**src/rtl/wsc_pkg.sv**
```systemverilog
// wsc_pkg: shared constants, codes and control/status types of the stereo correlation meter
// no dependencies; used by the interfaces, wsc_ctrl, wsc_dpath and the top level
`default_nettype none

package wsc_pkg;

  localparam int SAMPLE_BITS = 24;
  localparam int COUNT_BITS  = 16;

  // window register
  localparam int WINDOW_BITS       = 16;
  localparam int REF_SAMPLE_RATE   = 48000;
  localparam int WINDOW_PER_SECOND = 20;
  localparam logic [WINDOW_BITS-1:0] WINDOW_LENGTH_RESET =
    WINDOW_BITS'(REF_SAMPLE_RATE / WINDOW_PER_SECOND);

  // result format and root search
  localparam int CORR_BITS  = 16;
  localparam int A_SHIFT    = 32;
  localparam logic [CORR_BITS-1:0] SEARCH_HI = 16'd32768;
  localparam logic [CORR_BITS-1:0] CORR_MAX  = 16'd32767;

  // apb
  localparam int APB_ADDR_BITS = 3;
  localparam int APB_DATA_BITS = 32;
  localparam logic [APB_ADDR_BITS-3:0] REG_WINDOW_LENGTH = '0;

  // item actions
  localparam logic [1:0] ACT_SAMPLE   = 2'd0;
  localparam logic [1:0] ACT_FINISH   = 2'd1;
  localparam logic [1:0] ACT_RESTART  = 2'd2;
  localparam logic [1:0] ACT_RESERVED = 2'd3;

  // multiplier operand selects, also the sequencer step codes
  localparam logic [3:0] SEL_N_SLR   = 4'd0;
  localparam logic [3:0] SEL_SL_SR   = 4'd1;
  localparam logic [3:0] SEL_N_SLL   = 4'd2;
  localparam logic [3:0] SEL_SL_SL   = 4'd3;
  localparam logic [3:0] SEL_N_SRR   = 4'd4;
  localparam logic [3:0] SEL_SR_SR   = 4'd5;
  localparam logic [3:0] SEL_DL_DR   = 4'd6;
  localparam logic [3:0] SEL_NUM_NUM = 4'd7;
  localparam logic [3:0] SEL_O_O     = 4'd8;
  localparam logic [3:0] SEL_OO_D    = 4'd9;

  typedef struct packed {
    logic       accept;       // input transfer this cycle
    logic       mul_start;    // load multiplier operands
    logic [3:0] sel;          // operand pair / destination
    logic       store;        // write product to its destination
    logic       search_init;  // reset root search bounds
    logic       load_out;     // load result register and clear window
  } wsc_cmd_t;

  typedef struct packed {
    logic emit_req;     // incoming item closes a window
    logic mul_done;
    logic den_ok;       // both variance terms positive
    logic search_done;
    logic out_busy;     // result register still held
  } wsc_sts_t;

endpackage

`default_nettype wire

```
**src/rtl/wsc_ctrl.sv**
```systemverilog
// wsc_ctrl: sequencer of the correlation meter, steps the shared multiplier and root search
// depends on wsc_pkg; commands wsc_dpath
`default_nettype none

module wsc_ctrl (
  input  wire logic              clk,
  input  wire logic              rst_n,
  input  wire logic              in_valid,
  output      logic              in_ready,
  input  wire wsc_pkg::wsc_sts_t sts,
  output      wsc_pkg::wsc_cmd_t cmd
);

  localparam logic [2:0] S_IDLE    = 3'd0;
  localparam logic [2:0] S_MUL_GO  = 3'd1;
  localparam logic [2:0] S_MUL_RUN = 3'd2;
  localparam logic [2:0] S_STORE   = 3'd3;
  localparam logic [2:0] S_CHECK   = 3'd4;
  localparam logic [2:0] S_SEARCH  = 3'd5;
  localparam logic [2:0] S_EMIT    = 3'd6;

  logic [2:0] state_r, state_nxt;
  logic [3:0] step_r, step_nxt;

  always_comb begin
    state_nxt       = state_r;
    step_nxt        = step_r;
    cmd             = '0;
    cmd.sel         = step_r;
    in_ready        = 1'b0;
    unique case (state_r)
      S_IDLE: begin
        in_ready   = 1'b1;
        cmd.accept = in_valid;
        if (in_valid && sts.emit_req) begin
          step_nxt  = wsc_pkg::SEL_N_SLR;
          state_nxt = S_MUL_GO;
        end
      end
      S_MUL_GO: begin
        cmd.mul_start = 1'b1;
        state_nxt     = S_MUL_RUN;
      end
      S_MUL_RUN: begin
        if (sts.mul_done) begin
          state_nxt = S_STORE;
        end
      end
      S_STORE: begin
        cmd.store = 1'b1;
        priority case (step_r)
          wsc_pkg::SEL_SR_SR: state_nxt = S_CHECK;
          wsc_pkg::SEL_NUM_NUM: begin
            cmd.search_init = 1'b1;
            state_nxt       = S_SEARCH;
          end
          wsc_pkg::SEL_OO_D: state_nxt = S_SEARCH;
          default: begin
            step_nxt  = step_r + 4'd1;
            state_nxt = S_MUL_GO;
          end
        endcase
      end
      S_CHECK: begin
        if (sts.den_ok) begin
          step_nxt  = wsc_pkg::SEL_DL_DR;
          state_nxt = S_MUL_GO;
        end else begin
          state_nxt = S_EMIT;
        end
      end
      S_SEARCH: begin
        if (sts.search_done) begin
          state_nxt = S_EMIT;
        end else begin
          step_nxt  = wsc_pkg::SEL_O_O;
          state_nxt = S_MUL_GO;
        end
      end
      S_EMIT: begin
        if (!sts.out_busy) begin
          cmd.load_out = 1'b1;
          state_nxt    = S_IDLE;
        end
      end
      default: state_nxt = S_IDLE;
    endcase
  end

  always_ff @(posedge clk) begin
    if (!rst_n) begin
      state_r <= S_IDLE;
      step_r  <= wsc_pkg::SEL_N_SLR;
    end else begin
      state_r <= state_nxt;
      step_r  <= step_nxt;
    end
  end

  a_window_start: assert property (@(posedge clk) disable iff (!rst_n)
    (cmd.accept && sts.emit_req) |=> (state_r == S_MUL_GO && step_r == wsc_pkg::SEL_N_SLR))
    else $error("window end did not start the product sequence");

  a_mul_hold: assert property (@(posedge clk) disable iff (!rst_n)
    cmd.mul_start |=> (state_r == S_MUL_RUN && $stable(step_r)))
    else $error("step changed while multiplier runs");

  a_search_entry: assert property (@(posedge clk) disable iff (!rst_n)
    (state_r == S_SEARCH) |->
      (step_r == wsc_pkg::SEL_NUM_NUM || step_r == wsc_pkg::SEL_OO_D))
    else $error("root search entered from wrong step");

  a_no_accept_busy: assert property (@(posedge clk) disable iff (!rst_n)
    (state_r != S_IDLE) |-> !cmd.accept)
    else $error("transfer taken while computing");

endmodule

`default_nettype wire

```
**config.mk**
```make
export PLATFORM = sky130hd
export DESIGN_NAME = wsc_ctrl
export DESIGN_NICKNAME = d
export VERILOG_FILES = /design/src/rtl/wsc_pkg.sv /design/src/rtl/wsc_ctrl.sv
export SDC_FILE = /design/constraint.sdc
export NUM_CORES = 1
export LEC_CHECK = 0
export ABC_AREA = 0
export ABC_CLOCK_PERIOD_IN_PS = 2900
export BUFFER_PORTS_ARGS = -buffer_cell sky130_fd_sc_hd__buf_4
export CAP_MARGIN = 10
export CORE_UTILIZATION = 40
export DETAILED_ROUTE_END_ITERATION = 10
export PLACE_DENSITY = 0.67
export SYNTH_ARGS = -nofsm -noshare
export SYNTH_HDL_FRONTEND = slang
export SYNTH_SLANG_ARGS = --single-unit
export TNS_END_PERCENT = 5
```
**constraint.sdc**
```tcl
create_clock -name clk -period 2.9 [get_ports clk]
set_input_delay 0.435 -clock clk [delete_from_list [all_inputs] [get_ports clk]]
set_output_delay 0.435 -clock clk [all_outputs]
set_load 0.02 [all_outputs]
```
==> summary.md <==
| Metric | Value |
|---|---|
| Status | completed |
| Mux contribution to synthesized area | about 3.3% |
| HPWL Detailed | between 1000 and 1500 um |
| FF-to-FF setup slack | 1.29 ns |
| Gr usage total | a little under a fifth |
| Top-area cell type share of the netlist area | 23.1% |
| CTS clock-pin slew for the worst setup and hold paths | approximately 0.050 ns |
| WHS Endpoint | state_r[1] |
| Fin crit period | 1.92 ns |
| DP Worst Slack | between 1 and 1.5 ns |
| Syn avg cell area | 8.53 sq um |
| PnR worst setup slack | ~0.98 ns |
| Pins Over Slew Limit | 0 |
| Area growth, synth to finish | 23.3% |
| Crit Path Max Fanout | 14 |
| Syn Inst Count | 71 |
| Fraction of layout cells with a size suffix above 1 | 28.7% |
| WP buf/inv | 1 |
| Vias in the first global route | 468 |
| Reg2reg start | state_r[0] |
| Die ar. | 0.00167 sq mm |
| Setup TNS | 0 ns |
| Via density per instance | 5.83 |
| CP top delay family | flip-flops |
| Fin util | 55.3% |
| Maximum vdd drop | roughly 360 uV |
| Worst R2R End | step_r[0] |
| Max Cap Viol | 0 |
| Most frequent cells in the layout | buf_4 (17), nand2_1 (9), dfxtp_1 (7), o22ai_1 (5) |
| Hold buffers post-CTS | 0 |
| Post-CTS Resized | 0 |
| RSZ-0062 raised after global routing | no |
| Routed Antenna Nets | 0 |
| Worst-Margin Slew | roughly 0.57 ns |
| Initial DRT Pass Iterations | 4 |
| Period utilization | 66.3% |
| Placer Congestion | 0.742 |
| Longest Clk Path Bufs | 2 |
| Num rows | 13 |
| Worst-skew pair later-pin latency | approximately 0.25 ns |
| Crit start category | flip-flop |
| Yosys cell types | 39 |
| Top cells by area, synth | dfxtp_1 (23%), nand2_1 (5.6%), o22ai_1 (5.2%) |
| Largest net degree at the start of global routing | 19 |
| #FFs+latches synth | 7 |
| Routed length per instance | 13.6 um |
| Clock sinks | 7 |
| Leading cell type in the layout, fill and taps excluded | buf_4 |
| CTS tree | yes |
| Hold Path Depth | 3 |
| Critical path's largest stage delay | 0.59 ns |
| Required time worst endpoint | 2.47 ns |
| Overall die height | around 41 um |
| YS warnings | 0 |
| Placed cell area | between 700 and 800 sq um |
| Post-CTS Setup Inserts | 0 |
| Worst EP arrival | 1.49 ns |
| Die width | 40.9 um |
| Sequential area share after synthesis | 23.1% |
| Layout Nets | just under 100 |
| Simple-Gate Fraction of Synth Area | 33.5% |
| Main combinational cell family by area after synthesis | simple AND/OR/NAND/NOR gates |
| Number of buffers created by CTS | 3 |
| Critical path endpoint category | output pin |
| Compound-Gate Fraction of Synth Area | 28.1% |
| Critical-path cell list | nand2b_1 -> nor3b_1 -> buf_4 |
| P_leak | 0.334 nW |
| HP Start | rst_n |
| Relative slew slack | 62.2% |
| Max H-tree Level | 1 |
| CP max-delay cell | dfxtp_1 |
| DR vias | 595 |
| Adder-cell area share of the yosys netlist | 4.13% |
| Initial antenna violation count | 0 |
| First-pass GRT wire length | ~2100 um |
| Antenna Cells | 0 |
| Syn_nets | 81 |
| HP Class | in2reg |
| Initial core utilization | between 40% and 50% |
| Port Buffers | 17 |
| Final Hold Viols | 0 |
| DR DRC count | 0 |
| Worst r2r path cells | 4 |
| Fillers | 134 |
| Detailed Route WL | between 1000 and 1500 um |
| Critical path class | reg2out |
| Syn Std Cell Area | 606 sq um |
| Skew final | approximately 0.0076 ns |
| Fmax | 520 MHz |
| I/O pins | 18 |
| Finished Cell Area | 747 sq um |
| Post-Synth XOR/XNOR Area | 1.45% |
| Final setup viols | 0 |
| DRT iter0 DRCs | 18 |
| Area of the core | 0.00135 sq mm |
| Total grt overflow | 0 |
| Root buf cell | clkbuf_4 |
| Pwr/cell area | a little under 400 mW/mm^2 |
| Largest area contributor in the netlist | dfxtp_1 |
| Pwr Total | roughly 0.29 mW |
kinds of logic (layout without fill, tap and decap cells):
| kind of cell | after synthesis | count (layout) |
|---|---|---|
| AND/OR/NAND/NOR | 32 | 32 |
| AO/OA/AOI/OAI | 20 | 20 |
| flip-flops | 7 | 7 |
| buffers and inverters | 7 | 23 |
| adder cells (fa/ha/maj) | 2 | 2 |
| multiplexers | 2 | 2 |
| XOR/XNOR | 1 | 1 |
area by class of cell:
type	count	area, sq um	area share, %
multi-input cells	57	427	57.1
flip-flops and latches	7	140	18.8
repair buffers	17	128	17.1
clock buffers	4	26.3	3.52
well taps	15	18.8	2.51
inverters	2	7.51	1.01
per-stage QoR:
stage / hold slack [ns] / std cells
final: 0.502 / 102
after global routing: 0.497 / 102
after CTS: 0.492 / 102
after detailed placement: 0.526 / 98
after global placement: 0.514 / 98
after floorplan: 0.574 / 71
registers in the layout (all words and copies together), names as in the netlist:
name and cells:
step_r 4, state_r 3
report_power, final:
part | internal (mW) | switching, mW
Combinational | 0.0441 | 0.0399
Clock | 0.0523 | 0.0333
Sequential | 0.101 | 0.0182
how the worst max path moves through the flow:
stage               startpoint         to  cells after the start
floorplan           state_r[1]     cmd[8]                      4
global placement    state_r[1]  step_r[3]                      4
detailed placement  state_r[2]     cmd[0]                      3
CTS                 state_r[2]     cmd[0]                      3
global route        state_r[2]     cmd[0]                      3
finish              state_r[2]     cmd[0]                      3
metal layers:
metal  part of all wire [%]  wire length, um  vias to the layer above  GRT usage [%]
met3                    3.9               54                        0           3.26
met5                      0                0                        -              0
met2                     44              613                       17           24.6
met4                      0                0                        0           5.00
li1                       -                -                      295              -
met1                     52              716                      283           30.4
synthesized netlist by cell type:
master     instances
nand2b_1           2
nand3b_1           2
and2b_1            1
buf_6              1
mux2i_1            2
nor2_1             3
clkbuf_1           2
a31oi_1            1
and2_1             1
nor3_1             2
xor2_1             1
nand2_1            9
o31a_1             1
and3_1             1
ha_1               2
buf_4              1
nand4b_1           1
and3b_2            1
a21o_4             1
o21bai_1           1
or3b_1             1
a211oi_1           3
o22ai_1            5
nand3b_4           1
a21o_1             1
a21boi_0           1
and2b_4            1
o2111a_1           1
buf_2              1
nand4bb_1          1
inv_1              2
a21oi_1            1
o32ai_4            1
o311a_1            1
o21ai_0            2
or2_0              1
nand3_1            2
dfxtp_1            7
nor3b_1            2
tightest hold or removal path, delay by kind of cell:
kind	cells	cell delay (ns)
buffers and inverters	1	0.15
AND/OR/NAND/NOR	2	0.10
Note: power is estimated with default switching activity, not from simulation.
